File: config.mk
export PLATFORM = sky130hd
export DESIGN_NAME = pspu_interp
export DESIGN_NICKNAME = d
export VERILOG_FILES = /design/src/rtl/core/pitched_sample_player_unit_macros.svh /design/src/rtl/core/pspu_pkg.sv /design/src/rtl/core/pspu_interp.sv
export SDC_FILE = /design/constraint.sdc
export NUM_CORES = 1
export LEC_CHECK = 0
export BUFFER_PORTS_ARGS = -buffer_cell sky130_fd_sc_hd__buf_2
export CAP_MARGIN = 20
export CORE_AREA = 2 2 150 152
export DETAILED_ROUTE_END_ITERATION = 16
export DIE_AREA = 0 0 152 154
export HOLD_SLACK_MARGIN = 0.08
export PLACE_DENSITY = 0.93
export SLEW_MARGIN = 20
export SYNTH_ARGS = -nofsm -noshare
export SYNTH_HDL_FRONTEND = slang
export SYNTH_SLANG_ARGS = --single-unit
File: constraint.sdc
create_clock -name clk -period 10.7 [get_ports clk]
set_clock_uncertainty 0.05 [all_clocks]
set_input_delay 0.535 -clock clk [delete_from_list [all_inputs] [get_ports clk]]
set_output_delay 0.535 -clock clk [all_outputs]
set_load 0.01 [all_outputs]
File: src/rtl/core/pitched_sample_player_unit_macros.svh
// Assertion macros for the sample player RTL.
`ifndef PITCHED_SAMPLE_PLAYER_UNIT_MACROS_SVH
`define PITCHED_SAMPLE_PLAYER_UNIT_MACROS_SVH

// Consequent checked in the same cycle as the antecedent.
`define PSPU_ASSERT_SAME(label, clk, rst_n, ante, cons, msg) \
  label: assert property (@(posedge clk) disable iff (!rst_n) (ante) |-> (cons)) \
    else $error(msg);

// Consequent checked in the cycle after the antecedent.
`define PSPU_ASSERT_NEXT(label, clk, rst_n, ante, cons, msg) \
  label: assert property (@(posedge clk) disable iff (!rst_n) (ante) |=> (cons)) \
    else $error(msg);

`endif

File: src/rtl/core/pspu_pkg.sv
// Types, constants and the pitch step function of the sample player.
package pspu_pkg;

  // Default number of stored sample words.
  localparam int unsigned SAMPLE_DEPTH_DEF = 4096;

  // Width of a 16.16 pitch step after the octave shift (up to 123715 << 4).
  localparam int unsigned STEP_W = 21;

  // Step of one stored word per output sample.
  localparam logic [STEP_W-1:0] UNITY_STEP = 21'd65536;

  // Reset values of the configuration registers.
  localparam logic [6:0]  PITCH_NOTE_RST    = 7'd60;
  localparam logic [6:0]  BASE_NOTE_RST     = 7'd60;
  localparam logic [12:0] SAMPLE_LENGTH_RST = 13'd0;
  localparam logic        SOUND_ENABLE_RST  = 1'b1;

  // 2^(n/12) in 16.16 for n = 0 .. 11.
  localparam logic [16:0] SEMITONE_Q16 [12] = '{
    17'd65536, 17'd69433, 17'd73562, 17'd77936, 17'd82570, 17'd87480,
    17'd92682, 17'd98193, 17'd104032, 17'd110218, 17'd116772, 17'd123715
  };

  // Input item kinds, carried on in_tuser.
  typedef enum logic [1:0] {
    OP_RENDER  = 2'd0,
    OP_TRIGGER = 2'd1,
    OP_WRITE   = 2'd2
  } pspu_op_t;

  // Configuration register indexes.
  typedef enum logic [1:0] {
    REG_PITCH_NOTE    = 2'd0,
    REG_BASE_NOTE     = 2'd1,
    REG_SAMPLE_LENGTH = 2'd2,
    REG_SOUND_ENABLE  = 2'd3
  } pspu_reg_t;

  // Render request handed from the control to the interpolator.
  typedef struct packed {
    logic        render;
    logic        playing;
    logic [15:0] frac;
  } pspu_req_t;

  // Step for a note pair: semitone table entry shifted by the clamped octave.
  // The note difference is offset by 132 to stay positive, then divided by 12
  // through a multiply by 171/2048, which is exact over the range 5 .. 259.
  function automatic logic [STEP_W-1:0] step_for(logic [6:0] pitch, logic [6:0] base);
    logic [8:0]        x;
    logic [15:0]       prod;
    logic [4:0]        q;
    logic [3:0]        rem;
    logic [STEP_W-1:0] wide;
    logic [STEP_W-1:0] step;
    x    = 9'({2'b00, pitch}) + 9'd132 - 9'({2'b00, base});
    prod = 16'({7'd0, x}) * 16'd171;
    q    = prod[15:11];
    rem  = 4'(x - 9'({4'd0, q}) * 9'd12);
    wide = {4'd0, SEMITONE_Q16[rem]};
    // The octave is q - 11, clamped to plus or minus four.
    if (q >= 5'd15) begin
      step = wide << 4;
    end else if (q >= 5'd11) begin
      step = wide << (q - 5'd11);
    end else if (q >= 5'd7) begin
      step = wide >> (5'd11 - q);
    end else begin
      step = wide >> 4;
    end
    return step;
  endfunction

endpackage

File: src/rtl/core/pspu_interp.sv
// Interpolation pipeline: read stage, product stage and output register.
module pspu_interp import pspu_pkg::*; (
  input  logic        clk,
  input  logic        rst_n,
  input  pspu_req_t   req,
  input  logic [15:0] word_a,
  input  logic [15:0] word_b,
  output logic        s1_ready,
  output logic        out_tvalid,
  input  logic        out_tready,
  output logic [15:0] out_tdata,  // [15:0] audio_sample
  output logic        out_tuser   // [0] playing
);

  logic               v1_r, v2_r, v3_r;
  logic               play1_r, play2_r, play3_r;
  logic [15:0]        frac1_r;
  logic signed [15:0] a2_r;
  logic signed [33:0] prod2_r;
  logic [15:0]        audio3_r;
  logic               en1, en2, en3;
  logic signed [16:0] diff;
  logic signed [33:0] prod_nxt;
  logic signed [17:0] sum;

  // Each stage moves on when the one after it is empty or moving.
  assign en3      = !v3_r || out_tready;
  assign en2      = !v2_r || en3;
  assign en1      = !v1_r || en2;
  assign s1_ready = en1;

  // Stage valid bits.
  always_ff @(posedge clk) begin
    if (!rst_n) begin
      v1_r <= 1'b0;
      v2_r <= 1'b0;
      v3_r <= 1'b0;
    end else begin
      if (en1) v1_r <= req.render;
      if (en2) v2_r <= v1_r;
      if (en3) v3_r <= v2_r;
    end
  end

  // Difference of the neighbouring words times the fraction, full width.
  assign diff     = 17'($signed(word_b)) - 17'($signed(word_a));
  assign prod_nxt = 34'(diff * $signed({1'b0, frac1_r}));

  // Floor division by 65536 is an arithmetic shift; the sum stays in range.
  assign sum = 18'(a2_r) + 18'(prod2_r >>> 16);

  // Payload registers.
  always_ff @(posedge clk) begin
    if (en1 && req.render) begin
      play1_r <= req.playing;
      frac1_r <= req.frac;
    end
    if (en2 && v1_r) begin
      play2_r <= play1_r;
      a2_r    <= $signed(word_a);
      prod2_r <= prod_nxt;
    end
    if (en3 && v2_r) begin
      play3_r  <= play2_r;
      audio3_r <= play2_r ? sum[15:0] : 16'd0;
    end
  end

  assign out_tvalid = v3_r;
  assign out_tdata  = audio3_r;
  assign out_tuser  = play3_r;

endmodule

# After elaboration in Yosys (flattened, before gate mapping)
# Index checks and enable logic that the tools add are counted.
[totals]
ff_bits = 86
latch_bits = 0
ram_bits = 0
rom_bits = 0
input_bits = 53
output_inout_bits = 19
elab_cells = 22
memories = 0
[op_classes]
n_addsub = 2
n_mul = 1
div_mod_pow = 0
magnitude_cmp = 0
eq_ne = 0
n_shift = 0
muxes = 0
bitwise_logic = 0
n_reduce_logical = 9
[ops]
columns = ["op", "n"]
rows = [
  ["multiplier 17 x 17 -> 32 bit", 1],
  ["subtractor 16 x 16 -> 17 bit", 1],
  ["adder 16 bit", 1],
  ["logical AND 1 bit", 3],
  ["logical NOT 1 bit", 3],
  ["logical OR 1 bit", 3],
]

# Depth between registers and ports, before layout
[depth]
depth_word = 5
ltp_mapped = 33
depth_no_buf = 32

# Worst setup path after synthesis
# No wires, ideal clock.
[synth_path]
path_kind = "input-to-reg"
startpoint = "input word_a[2]"
endpoint = "register prod2_r[30] (data pin)"
setup_ps = 265
arrival_ps = 7808
required_ps = 10385
path_slack_ps = 2576
path_stages = 30
n_path_buf = 1
cell_sequence = "inv_1 -> ha_1 -> nor2b_1 -> o2111a_1 -> a2111oi_4 -> a21oi_1 -> a21o_1 -> a211oi_1 -> nor3_1 -> buf_2 -> and2_1 -> fa_1 -> inv_1 -> fa_1 -> fa_1 -> inv_1 -> fa_1 -> fa_1 -> inv_1 -> fa_1 -> inv_1 -> ha_1 -> and2_1 -> or4_1 -> nor3_1 -> a21o_1 -> o22ai_2 -> a211oi_1 -> o21ai_0 -> xor2_1"
[synth_via]
elab_chain_len = 2
[synth_lines]
columns = ["element", "line_no", "source"]
rows = [
  ["from (decl)", "pspu_interp.sv:6", "input logic [15:0] word_a,"],
  ["subtractor 16 x 16 -> 17 bit", "pspu_interp.sv:46", "assign diff = 17'($signed(word_b)) - 17'($signed(word_a));"],
  ["multiplier 17 x 17 -> 32 bit", "pspu_interp.sv:47", "assign prod_nxt = 34'(diff * $signed({1'b0, frac1_r}));"],
  ["via prod_nxt[30]", "pspu_interp.sv:23", "logic signed [33:0] prod_nxt;"],
  ["to (signal assigned)", "pspu_interp.sv:61", "prod2_r <= prod_nxt;"],
  ["to (decl)", "pspu_interp.sv:19", "logic signed [33:0] prod2_r;"],
]
# The timed path passes the listed nets, and every way through them passes these cells.
# A chain may end at the register's enable or synchronous reset.

# Final worst setup path
[layout_path]
startpoint = "input word_a[1]"
endpoint = "register prod2_r[30] (data pin)"
# Same word-level chain as after synthesis.

==> implementation parameters <==
Parameter                              Value

Clock tree
  TritonCTS clock tree ... built
  Resized cells post-CTS ... 0
  Clock Latency Late Sink ... 0.36 ns
  Number of hold buffers added after cts ... 0
  Cell at the root of the clock tree ... clkbuf_16
  Number of buffers inserted during clock tree synthesis ... 9
  Sink count of the clock tree ... 70
  Buffer depth of the longest clock path ... 2
  Clock input transition at the sequential cells of the worst setup and hold paths ... 0.07 ns
  Number of buffers added for setup after CTS ... 0
  H-Tree Level Count ... 3

Logic synthesis
  EDFF count, synth ... 67
  Area of the mapped netlist ... 13890 µm²
  Top flip-flop cell by instance count after synthesis ... edfxtp_1
  Fraction of the yosys area taken by sequential cells ... 0.1491
  Asr flop ratio synth ... 0
  Number of distinct library cells after synthesis ... 65
  Synthesized instance count ... 1450
  Flip-flop and latch count after synthesis ... 70
  Post-Syn Nets ... 1879
  Number of warnings issued by yosys ... 0
  Per-instance average area after synthesis ... 9.582 µm²

Detailed routing
  Count of antenna-violating nets left after detailed routing ... 0
  Ratio of routed vias to standard cells ... 5.836
  Number of optimization iterations in the first detailed-route pass ... 7
  Total via count in the routed design ... 10410
  Detailed Route WL ... 34.27 mm
  Avg WL per Cell ... 19.22 µm
  Drt first-iter violations ... 880
  Post-detailed-route DRC marker count ... 0

Cells and area
  Number of fillers in the final layout ... 1423
  Fraction of layout cells with a size suffix above 1 ... 0.08982
  Cell Count, Final, Fillers Out ... 1783
  Post-layout nets ... 1927
  Diodes inserted ... 0
  Area grow syn2layout ... 6.997%
  Final design area excluding fillers ... 14870 µm²
  Core Util, Final ... 0.6854

Setup path
  Worst path bufs/invs ... 6
  Arrival @ worst endpoint ... 9.04 ns
  Top delay family on crit path ... adder cells
  Most common cell type on the critical path ... fa_1
  Critical path endpoint category ... register
  Critical path data required time ... 10.75 ns
  Nature of the critical path startpoint ... input port
  Critical path class ... input port to register
  Slowest cell on the critical path ... a211o_1
  Delay contributed by the slowest stage of the critical path ... 0.66 ns
  Largest fanout on the critical path ... 16

Floorplanning
  Die Area ... 23410 µm²
  Core Region ... 21690 µm²
  Chip width ... 152 µm
  Ports placed on the boundary ... 72
  Cell Rows ... 54
  Chip Height ... 154 µm
  Initial core utilization ... 0.6406

Global routing
  Met3 track demand over resource in global routing ... 0.04397
  Busiest layer in global routing ... met2
  Pin count of the biggest net entering global routing ... 36
  Antenna violations before repair ... 0
  Met1 Use GR ... 0.3703
  Global routing usage summed across all routing layers ... 0.3076
  Wire length of the first global-routing pass ... 57.17 mm
  Met2 track demand over resource in global routing ... 0.5350
  Number of global-route vias before repair ... 11720
  GRT Residual Overflow ... 0

Timing
  Final sum of negative setup slack ... 0 ns
  Final critical delay including setup and external delays ... 8.989 ns
  Hold Violations, Final ... 0
  Final setup viols ... 0
  Slew of the pin with the lowest slew margin ... 1.099 ns
  Final critical-path share of the clock period ... 0.8401
  Count of pins over their slew limit ... 0
  Headroom to the max-slew limit ... 0.2639
  Max frequency ... 111.2 MHz
  Unrepaired setup endpoints after global routing ... false

Place
  Buffers on Ports ... 71
  Detail Placement HPWL ... 27.05 mm
  Placed Cells incl. Taps ... 1766
  Weighted congestion reported at the end of routability-driven placement ... 0.9007
  Total cell area at the placement stage ... 14530 µm²

Job
  Count of max-cap constraint violations ... 0

Outcome
  Run status ... completed

Min path
  Worst hold path type ... input port to register
## layout make-up
| cell class | instances | area (µm²) | area share |
|---|---|---|---|
| Clock buffer | 9 | 225.2 | 0.01515 |
| Inverter | 362 | 1359 | 0.09141 |
| Clock inverter | 7 | 76.32 | 0.005134 |
| Tap cell | 280 | 350.3 | 0.02357 |
| Sequential cell | 70 | 2072 | 0.1394 |
| Timing Repair Buffer | 84 | 473.0 | 0.03182 |
| Multi-Input combinational cell | 971 | 10310 | 0.6935 |
## worst register-to-register path, stage by stage (launching register included)
cell,delay (ns)
edfxtp_1,0.98
and2_1,0.30
fa_1,0.41
inv_1,0.08
fa_1,0.43
fa_1,0.51
inv_1,0.06
fa_1,0.49
fa_1,0.51
inv_1,0.06
fa_1,0.47
inv_1,0.05
ha_1,0.33
and2_1,0.18
or4_1,0.40
nor3_1,0.34
a21o_1,0.25
o22ai_2,0.18
a211oi_1,0.43
o21ai_0,0.20
xor2_1,0.17
## cells in the mapped netlist (3+ instances only)
library cell / instances / area (µm²)
a21o_1: 9 / 67.56
xor2_1: 17 / 148.9
o21ai_0: 15 / 75.07
inv_1: 359 / 1348
inv_2: 3 / 11.26
mux2_2: 10 / 112.6
and3_1: 4 / 25.02
nor3b_1: 4 / 30.03
nand3_1: 11 / 55.05
o31ai_1: 4 / 30.03
buf_2: 5 / 25.02
o21a_1: 10 / 75.07
xnor2_1: 43 / 376.6
nand2_1: 150 / 563.0
a21boi_0: 3 / 22.52
nor3_1: 13 / 65.06
nor2b_1: 30 / 187.7
dfxtp_1: 3 / 60.06
edfxtp_1: 67 / 2012
nor2_1: 28 / 105.1
clkbuf_1: 38 / 142.6
ha_1: 116 / 1451
and2_1: 111 / 694.4
mux2i_1: 7 / 70.07
a21oi_1: 35 / 175.2
fa_1: 260 / 5205
nand2b_1: 28 / 175.2
o21bai_1: 3 / 22.52
nand2_2: 3 / 18.77
a211oi_1: 9 / 67.56
a31oi_1: 5 / 31.28
## flip-flops by register name (all words and copies together), names as in the netlist
| name | count |
|---|---|
| prod2_r | 16 |
| frac1_r | 16 |
| a2_r | 16 |
| out_tuser | 1 |
| out_tvalid | 1 |
| play1_r | 1 |
| v2_r | 1 |
| v1_r | 1 |
| out_tdata | 16 |
| play2_r | 1 |
## through the flow
| step | setup slack (ns) | hold WS [ns] |
|---|---|---|
| 3_3_place_gp | 1.814 | 0.3545 |
| 3_5_place_dp | 1.539 | 0.3674 |
| 4_1_cts | 1.839 | 0.3019 |
| 6_report | 1.711 | 0.3049 |
| 5_1_grt | 1.447 | 0.3033 |
| 2_1_floorplan | 2.576 | 0.3503 |
## worst paths after layout
kind	from	end	slack [ns]	cells after the start
setup / recovery	word_a[1]	prod2_r[30]	1.71	30
hold / removal	req[4]	frac1_r[4]	0.30	1
setup reg to reg	frac1_r[5]	prod2_r[30]	3.59	20
hold reg to reg	play1_r	play2_r	0.39	0
## logic make-up after synthesis
logic type / count (synthesis) / share of synthesized area
buf+inv: 409 / 0.1123
simple gates: 396 / 0.1457
fa+ha+maj: 376 / 0.4791
compound gates: 120 / 0.06043
flops: 70 / 0.1491
xor+xnor: 62 / 0.04017
mux: 17 / 0.01315
## routing by layer
layer | part of all wire | vias to the layer above
li1 | - | 4492
met1 | 0.36 | 5178
met2 | 0.51 | 573
met3 | 0.073 | 162
met4 | 0.056 | 0
met5 | 0 | -
## placed cells by master, fill, tap and decap left out, types with 11 or more instances in the layout
cell,Yosys,layout
buf_4,1,12
a21oi_1,35,35
buf_2,5,71
and2_1,111,111
o21ai_0,15,15
nand2_1,150,150
nor3_1,13,13
nor2b_1,30,30
nand2b_1,28,28
xor2_1,17,17
ha_1,116,116
xnor2_1,43,40
nand3_1,11,11
fa_1,260,260
inv_1,359,359
edfxtp_1,67,67
nor2_1,28,28
Power is not shown: default switching activity piles up to over one toggle a cycle in this logic, so the estimate is an artifact.
