[src/rtl/core/pitched_sample_player_unit_macros.svh]
// Assertion macros for the sample player RTL.
`ifndef PITCHED_SAMPLE_PLAYER_UNIT_MACROS_SVH
`define PITCHED_SAMPLE_PLAYER_UNIT_MACROS_SVH

// Consequent checked in the same cycle as the antecedent.
`define PSPU_ASSERT_SAME(label, clk, rst_n, ante, cons, msg) \
  label: assert property (@(posedge clk) disable iff (!rst_n) (ante) |-> (cons)) \
    else $error(msg);

// Consequent checked in the cycle after the antecedent.
`define PSPU_ASSERT_NEXT(label, clk, rst_n, ante, cons, msg) \
  label: assert property (@(posedge clk) disable iff (!rst_n) (ante) |=> (cons)) \
    else $error(msg);

`endif

[src/rtl/core/pspu_pkg.sv]
// Types, constants and the pitch step function of the sample player.
package pspu_pkg;

  // Default number of stored sample words.
  localparam int unsigned SAMPLE_DEPTH_DEF = 4096;

  // Width of a 16.16 pitch step after the octave shift (up to 123715 << 4).
  localparam int unsigned STEP_W = 21;

  // Step of one stored word per output sample.
  localparam logic [STEP_W-1:0] UNITY_STEP = 21'd65536;

  // Reset values of the configuration registers.
  localparam logic [6:0]  PITCH_NOTE_RST    = 7'd60;
  localparam logic [6:0]  BASE_NOTE_RST     = 7'd60;
  localparam logic [12:0] SAMPLE_LENGTH_RST = 13'd0;
  localparam logic        SOUND_ENABLE_RST  = 1'b1;

  // 2^(n/12) in 16.16 for n = 0 .. 11.
  localparam logic [16:0] SEMITONE_Q16 [12] = '{
    17'd65536, 17'd69433, 17'd73562, 17'd77936, 17'd82570, 17'd87480,
    17'd92682, 17'd98193, 17'd104032, 17'd110218, 17'd116772, 17'd123715
  };

  // Input item kinds, carried on in_tuser.
  typedef enum logic [1:0] {
    OP_RENDER  = 2'd0,
    OP_TRIGGER = 2'd1,
    OP_WRITE   = 2'd2
  } pspu_op_t;

  // Configuration register indexes.
  typedef enum logic [1:0] {
    REG_PITCH_NOTE    = 2'd0,
    REG_BASE_NOTE     = 2'd1,
    REG_SAMPLE_LENGTH = 2'd2,
    REG_SOUND_ENABLE  = 2'd3
  } pspu_reg_t;

  // Render request handed from the control to the interpolator.
  typedef struct packed {
    logic        render;
    logic        playing;
    logic [15:0] frac;
  } pspu_req_t;

  // Step for a note pair: semitone table entry shifted by the clamped octave.
  // The note difference is offset by 132 to stay positive, then divided by 12
  // through a multiply by 171/2048, which is exact over the range 5 .. 259.
  function automatic logic [STEP_W-1:0] step_for(logic [6:0] pitch, logic [6:0] base);
    logic [8:0]        x;
    logic [15:0]       prod;
    logic [4:0]        q;
    logic [3:0]        rem;
    logic [STEP_W-1:0] wide;
    logic [STEP_W-1:0] step;
    x    = 9'({2'b00, pitch}) + 9'd132 - 9'({2'b00, base});
    prod = 16'({7'd0, x}) * 16'd171;
    q    = prod[15:11];
    rem  = 4'(x - 9'({4'd0, q}) * 9'd12);
    wide = {4'd0, SEMITONE_Q16[rem]};
    // The octave is q - 11, clamped to plus or minus four.
    if (q >= 5'd15) begin
      step = wide << 4;
    end else if (q >= 5'd11) begin
      step = wide << (q - 5'd11);
    end else if (q >= 5'd7) begin
      step = wide >> (5'd11 - q);
    end else begin
      step = wide >> 4;
    end
    return step;
  endfunction

endpackage

[src/rtl/core/pspu_ctrl.sv]
// Control: configuration registers, pitch step, play position and store access.
module pspu_ctrl import pspu_pkg::*; #(
  parameter int unsigned SAMPLE_DEPTH = SAMPLE_DEPTH_DEF,
  localparam int unsigned AW = $clog2(SAMPLE_DEPTH)
) (
  input  logic          clk,
  input  logic          rst_n,
  input  logic          accept,
  input  logic [1:0]    op_code,
  input  logic [11:0]   sample_address,
  input  logic [15:0]   sample_value,
  input  logic          cfg_write,
  input  logic [1:0]    cfg_index,
  input  logic [12:0]   cfg_data,
  output pspu_req_t     req,
  output logic          wr_en,
  output logic [AW-1:0] wr_addr,
  output logic [15:0]   wr_data,
  output logic [AW-1:0] rd_addr_a,
  output logic [AW-1:0] rd_addr_b
);

  `include "pitched_sample_player_unit_macros.svh"

  localparam logic [16:0] DEPTH_V = 17'(SAMPLE_DEPTH);

  logic [6:0]        pitch_r, pitch_nxt;
  logic [6:0]        base_r, base_nxt;
  logic [12:0]       length_r, length_nxt;
  logic              enable_r, enable_nxt;
  logic [STEP_W-1:0] step_r;
  logic [31:0]       pos_r, pos_nxt;
  pspu_op_t          op;
  logic [16:0]       len_ext, len_eff;
  logic [15:0]       idx;
  logic              silent;
  logic              do_render, do_trigger;

  // Configuration writes.
  always_comb begin
    pitch_nxt  = pitch_r;
    base_nxt   = base_r;
    length_nxt = length_r;
    enable_nxt = enable_r;
    if (cfg_write) begin
      unique case (pspu_reg_t'(cfg_index))
        REG_PITCH_NOTE:    pitch_nxt  = cfg_data[6:0];
        REG_BASE_NOTE:     base_nxt   = cfg_data[6:0];
        REG_SAMPLE_LENGTH: length_nxt = cfg_data;
        REG_SOUND_ENABLE:  enable_nxt = cfg_data[0];
      endcase
    end
  end

  // The step follows the note registers as they are written.
  always_ff @(posedge clk) begin
    if (!rst_n) begin
      pitch_r  <= PITCH_NOTE_RST;
      base_r   <= BASE_NOTE_RST;
      length_r <= SAMPLE_LENGTH_RST;
      enable_r <= SOUND_ENABLE_RST;
      step_r   <= UNITY_STEP;
    end else begin
      pitch_r  <= pitch_nxt;
      base_r   <= base_nxt;
      length_r <= length_nxt;
      enable_r <= enable_nxt;
      step_r   <= step_for(pitch_nxt, base_nxt);
    end
  end

  // Item decode.
  assign op         = pspu_op_t'(op_code);
  assign do_render  = accept && (op == OP_RENDER);
  assign do_trigger = accept && (op == OP_TRIGGER) && enable_r;

  // Silent once the position has passed the last pair of words in use.
  assign len_ext = {4'd0, length_r};
  assign len_eff = (len_ext > DEPTH_V) ? DEPTH_V : len_ext;
  assign idx     = pos_r[31:16];
  assign silent  = (len_eff < 17'd2) || ({1'b0, idx} >= len_eff - 17'd1);

  // Play position: a trigger restarts, a sounding render advances.
  always_comb begin
    pos_nxt = pos_r;
    if (do_trigger) begin
      pos_nxt = '0;
    end else if (do_render && !silent) begin
      pos_nxt = pos_r + {11'd0, step_r};
    end
  end

  always_ff @(posedge clk) begin
    if (!rst_n) begin
      pos_r <= '1;
    end else begin
      pos_r <= pos_nxt;
    end
  end

  // Store access: writes beyond the depth are dropped.
  assign wr_en     = accept && (op == OP_WRITE) && ({5'd0, sample_address} < DEPTH_V);
  assign wr_addr   = AW'({5'd0, sample_address});
  assign wr_data   = sample_value;
  assign rd_addr_a = pos_r[16 +: AW];
  assign rd_addr_b = AW'(pos_r[16 +: AW] + 1'b1);

  assign req.render  = do_render;
  assign req.playing = !silent;
  assign req.frac    = pos_r[15:0];

  `PSPU_ASSERT_NEXT(a_silent_holds, clk, rst_n, do_render && silent,
    pos_r == $past(pos_r), "silent render moved the play position")
  `PSPU_ASSERT_NEXT(a_play_advances, clk, rst_n, do_render && !silent,
    pos_r == 32'($past(pos_r) + {11'd0, $past(step_r)}),
    "sounding render did not advance by the step")
  `PSPU_ASSERT_NEXT(a_trigger_restarts, clk, rst_n, do_trigger,
    pos_r == 32'd0, "enabled trigger did not restart playback")

endmodule

[config.mk]
export PLATFORM = sky130hd
export DESIGN_NAME = pspu_ctrl
export DESIGN_NICKNAME = d
export VERILOG_FILES = /design/src/rtl/core/pspu_pkg.sv /design/src/rtl/core/pspu_ctrl.sv
export VERILOG_INCLUDE_DIRS = /design/src /design/src/rtl/core
export SDC_FILE = /design/constraint.sdc
export NUM_CORES = 1
export LEC_CHECK = 0
export BUFFER_PORTS_ARGS = -buffer_cell sky130_fd_sc_hd__buf_4
export CORE_AREA = 2 2 180 182
export CTS_CLUSTER_DIAMETER = 40
export CTS_CLUSTER_SIZE = 30
export DETAILED_ROUTE_END_ITERATION = 16
export DIE_AREA = 0 0 182 184
export PLACE_DENSITY = 0.46
export SYNTH_ARGS = -nofsm -noshare
export SYNTH_HDL_FRONTEND = slang
export SYNTH_SLANG_ARGS = --single-unit
[constraint.sdc]
create_clock -name clk -period 12.5 [get_ports clk]
set_input_delay 1.25 -clock clk [delete_from_list [all_inputs] [get_ports clk]]
set_output_delay 1.25 -clock clk [all_outputs]
set_load 0.02 [all_outputs]
* Word-level counts from Yosys, hierarchy flattened
Memories as Yosys holds them, arrays and structs flattened.
Cells that the tools add are included.
** Storage, ports and cells
- Memories :: 1
- Output and inout port bits :: 71
- Bits in registers :: 81
- Bits in read-only memories :: 272
- Word-level logic and storage cells :: 59
** Cells by class
- Order comparisons :: 7
- Multipliers :: 2
- Bitwise logic cells :: 2
- Reduce and logical (&&, ||, !) cells :: 13
- Shift operators :: 2
- $add $sub $neg :: 8
- Equality and inequality tests :: 5
- Muxes and demuxes :: 12
** Memories
- (name not given) :: words 16, bits a word 17, read ports 1, clocked after memory_dff 0, wr ports 0, RTL line pspu_pkg.sv:61 : wide = {4'd0, SEMITONE_Q16[rem]};
** Operators with widths (number)
- $mux W32 :: 2
- $mux W21 :: 3
- $mux W17 :: 2
- $add A32 B21 Y32 :: 1
- $mux W7 :: 4
- $shl A17 B5 Y21 :: 1
- $shr A17 B5 Y21 :: 1
- $ge A16 B17 Y1 :: 1
- $mul A9 B8 Y16 const B :: 1
- $sub A13 B1 Y14 const B :: 1
- $gt A13 B13 Y1 const B :: 1
- $lt A13 B2 Y1 const B :: 1
- $mux W13 :: 1
- $add A12 B1 Y12 const B :: 1
- $ge A5 B4 Y1 const B :: 2
- $add A7 B8 Y9 const B :: 1
- $sub A9 B7 Y9 :: 1
- $eq A2 B2 Y1 const B :: 3
- $ge A5 B3 Y1 const B :: 1
- $ge A5 B5 Y1 const B :: 1
- $logic_and A1 B1 Y1 :: 5
- $mul A5 B2 Y2 const B :: 1
- $not A4 Y5 :: 1
- $sub A4 B5 Y5 const A :: 1
- 10 further kinds :: 13

* Logic depth before layout (Yosys ltp)
- Word-level depth :: 16
- Mapped depth :: 37
- Gate-level depth less buffers :: 33

* Worst setup path before layout
OpenSTA, ideal clock, no wires.
- Path kind :: input port to flip-flop
- Start :: in cfg_index[1]
- End :: reg step_r[2]
- Path slack :: 2.683 ns
- Stages :: 35
- Buffers on the path :: 3
- Library setup time :: 0.070 ns
- Data arrival time :: 9.747 ns
- Path through :: nor3b_1 -> mux2_2 -> ha_1 -> ha_1 -> fa_1 -> a21o_1 -> a21oi_1 -> o21bai_1 -> a21oi_1 -> xnor2_1 -> ha_1 -> fa_1 -> inv_1 -> fa_1 -> inv_1 -> ha_1 -> nor3_1 -> o21ai_1 -> a21o_1 -> nand2_2 -> xnor2_2 -> buf_2 -> ha_1 -> buf_4 -> xnor2_1 -> xor2_1 -> buf_4 -> mux2i_1 -> o21ai_0 -> a2111oi_0 -> a31oi_1 -> mux2_1 -> nand2_1 -> o211ai_1 -> a21oi_1
** On the way
- Cells in the longest elaborated chain, start to end :: 15
** RTL lines
- from (decl) :: RTL line pspu_ctrl.sv:13 : input logic [1:0] cfg_index,
- $logic_not A2 Y1 * :: RTL line pspu_ctrl.sv:46 : unique case (pspu_reg_t'(cfg_index))
- $mux W7 * :: RTL line pspu_ctrl.sv:46
- $mux W7 * :: RTL line pspu_ctrl.sv:45 : if (cfg_write) begin
- net pitch_nxt[1] :: RTL line pspu_ctrl.sv:27 : logic [6:0] pitch_r, pitch_nxt;
- $add A7 B8 Y9 * :: RTL line pspu_pkg.sv:57 : x = 9'({2'b00, pitch}) + 9'd132 - 9'({2'b00, base});
- $sub A9 B7 Y9 * :: RTL line pspu_pkg.sv:57
- $mul A9 B8 Y16 :: RTL line pspu_pkg.sv:58 : prod = 16'({7'd0, x}) * 16'd171;
- $mul A5 B2 Y2 :: RTL line pspu_pkg.sv:60 : rem = 4'(x - 9'({4'd0, q}) * 9'd12);
- $sub A4 B4 Y4 :: RTL line pspu_pkg.sv:60
- $not A4 Y5 (not written as such) :: RTL line pspu_pkg.sv:61
- $mem_v2 Z16 W17
- $mux W17 (not written as such) (2 in a row) :: RTL line pspu_pkg.sv:61
- $shr A17 B5 Y21 :: RTL line pspu_pkg.sv:68 : step = wide >> (5'd11 - q);
- $mux W21 :: RTL line pspu_pkg.sv:67 : end else if (q >= 5'd7) begin
- $mux W21 :: RTL line pspu_pkg.sv:65 : end else if (q >= 5'd11) begin
- to (signal assigned) :: RTL line pspu_ctrl.sv:68 : step_r <= step_for(pitch_nxt, base_nxt);
- to (decl) :: RTL line pspu_ctrl.sv:31 : logic [STEP_W-1:0] step_r;
The timed path passes the listed nets; every way through them passes the cells marked *. The select of a mux whose other input is x is not followed.
A chain may end at the register's enable or synchronous reset.

* Worst setup path in the final report
Ends and elaborated chain as after synthesis.

==> results.sh <==
export IMPL_cts_made_buffers=9
export IMPL_ys_flop_type="dfxtp_1"
export IMPL_worst_pin_slew_ns=1.19
export IMPL_postRouteAntennaNets=0
export IMPL_crit_top_cell="ha_1"
export IMPL_vias=7942
export IMPL_cts_setup_buffers=0
export IMPL_grt_pass1_vias=7884
export IMPL_cts_tree="done"
export IMPL_tns_ns=0
export IMPL_antenna_found_initial=0
export IMPL_critPathBufInv=5
export IMPL_die_y_microns=184
export IMPL_rsz0062_at_grt="false"
export IMPL_clock_sinks=81
export IMPL_start_util_pct=29.7
export IMPL_cap_violations=0
export IMPL_layout_cells_non_filler=1507
export IMPL_worstPathMaxFanout=19
export IMPL_grt_pass1_wl_mm=42.9
export IMPL_cts_hold_buf=0
export IMPL_grt_total_usage_pct=15.9
export IMPL_hold_path_class="reg2reg"
export IMPL_path_class="in2reg"
export IMPL_crit_family="adder cells"
export IMPL_slew_headroom_pct=20.6
export IMPL_timing_final_hold_violations=0
export IMPL_clock_tree_buffer_depth=2
export IMPL_worst_ep_arrival_time_ns=10.99
export IMPL_synth_top_cell_by_area="dfxtp_1"
export IMPL_critical_path_max_stage_delay_ns=0.83
export IMPL_ys_seq_elements=81
export IMPL_synth_top_cell_area_share_pct=17.4
export IMPL_root_buffer="clkbuf_16"
export IMPL_synth_edf_count=0
export IMPL_fmax_mhz=93.3
export IMPL_io_pins=120
export IMPL_drive_above_1_share_pct=15.0
export IMPL_drt_pass1_iterations=5
export IMPL_grt_max_degree=39
export IMPL_syn_avg_cell_area_sq_um=8.29
export IMPL_end_kind="flip-flop"
export IMPL_die_w_microns=182
export IMPL_diodes=0
export IMPL_r2r_slack_ns=3.02
export IMPL_finalCritPeriodShare_pct=85.7
export IMPL_ys_warn_count=0
export IMPL_seq_area_frac_synth_pct=17.4
export IMPL_status="finished, final reports clean"
export IMPL_slowest_stage="xor2_1"
export IMPL_h_tree_depth=3
export IMPL_ctsResizeCount=0
export IMPL_drv_slew=0
export IMPL_dieArea_sq_um=33500
export IMPL_synth_common_cells="ha_1 (107), nand2_1 (107), dfxtp_1 (81), nor2_1 (81), a21oi_1 (68)"
export IMPL_syn_nets=1294
export IMPL_cp_required_ns=12.78
export IMPL_finalWirelength_mm=25.9
export IMPL_wl_per_cell_microns=17.2
export IMPL_num_rows=65
export IMPL_clock_latency_ns=0.35
export IMPL_drt_iter0_markers=490
export IMPL_drcViolationCount=0
export IMPL_fin_crit_ns=10.72
export IMPL_yosys_top_cells_area="dfxtp_1 (17%), ha_1 (14%), mux2i_1 (6.3%)"
export IMPL_fin_nets=1273
export IMPL_async_flop_share_pct=0
export IMPL_start_kind="primary input"
export IMPL_hpwlAfterDp_mm=19.9
export IMPL_vias_per_cell=5.27
export IMPL_io_buffer_count=63
export IMPL_finalClockSkew_ns=0.00766
export IMPL_place_congestion=0.872
export IMPL_grt_overflow_total=0
export IMPL_clkTransAtPathRegs_ns=0.06
export IMPL_placedCellCount=1493
export IMPL_syn_inst=1123
export IMPL_coreArea_sq_um=31400
export IMPL_netlist_area_sq_um=9310
export IMPL_synth_distinct_cells=96
export IMPL_setup_violations_final=0
export IMPL_area_delta_synth_final_pct=7.37
==> area by class of cell <==
class	count	area, sq um
clock buffers	9	225
clock inverters	5	58.8
fillers	3316	21400
inverters	59	226
multi-input cells	876	6800
flip-flops and latches	81	1620
well taps	402	503
repair buffers	75	563
==> placed cells by master (no fill, tap or decap), drive strengths merged, types with 6 or more instances in the layout <==
cell    Yosys  final
a211oi      9      9
a21o       18     18
a21oi      70     70
a221o       6      6
a31oi      14     14
and2       16     16
and3        7      7
buf        77     75
clkbuf     30      9
dfxtp      81     81
fa         15     15
ha        107    107
inv        58     58
mux2       24     24
mux2i      59     59
mux4        9      9
nand2     109    109
nand2b      6      6
nand3      30     30
nand4       9      9
nor2       85     85
nor2b       9      9
nor3       17     17
o211ai     17     17
o21a       12     12
o21ai      69     69
o31a        6      6
o31ai       7      7
or2         8      8
xnor2      32     32
xor2       31     31
==> metal layers <==
| metal | vias up | track usage, % | part of all wire (%) |
|---|---|---|---|
| met4 | 0 | 5.68 | 2.5 |
| met1 | 3763 | 20.9 | 47 |
| met2 | 194 | 26.7 | 46 |
| met3 | 42 | 2.08 | 4.0 |
| li1 | 3943 | - | - |
| met5 | - | 0 | 0 |
==> stage by stage <==
step | area [sq um] | hold slack, ns | util, % | worst slack (ns)
after global routing | 9990 | 0.517 | 31.8 | 0.986
final | 9990 | 0.479 | 31.8 | 1.78
after detailed placement | 9710 | 0.473 | 30.9 | 1.46
after global placement | 9710 | 0.470 | 30.9 | 1.49
after floorplan | 9310 | 0.445 | - | 2.68
after CTS | 9990 | 0.482 | 31.8 | 1.82
==> worst min-delay path, cell delays in order, from the launching register on <==
cell	delay [ns]
dfxtp_1	0.32
nand2_1	0.06
a21oi_1	0.05
==> path summary, 6_finish.rpt <==
| kind | from | endpoint | cells after the start |
|---|---|---|---|
| min reg2reg | length_r[8]$_SDFFE_PN0P_ | length_r[8]$_SDFFE_PN0P_ | 2 |
| max reg2reg | pitch_r[1]$_SDFF_PN0_ | step_r[2]$_SDFF_PP0_ | 32 |
| min | length_r[8]$_SDFFE_PN0P_ | length_r[8]$_SDFFE_PN0P_ | 2 |
| max | cfg_index[1] | step_r[2]$_SDFF_PP0_ | 35 |
==> registers in the layout (all words and copies together), names as in the netlist, named ones only <==
signal	flops
pos_r	32
pitch_r	7
length_r	13
enable_r	1
step_r	21
base_r	6
==> logic make-up (layout without fill, tap and decap cells) <==
kind of cell | count (synthesis) | count (layout) | synth area share (%)
flops | 81 | 81 | 17.4
fa+ha+maj | 122 | 122 | 17.6
mux | 92 | 92 | 11.4
buf+inv | 166 | 148 | 9.57
compound gates | 285 | 285 | 21.5
xor+xnor | 64 | 64 | 6.65
simple gates | 313 | 313 | 15.9
Power is not shown: default switching activity piles up to over one toggle a cycle in this logic, so the estimate is an artifact.
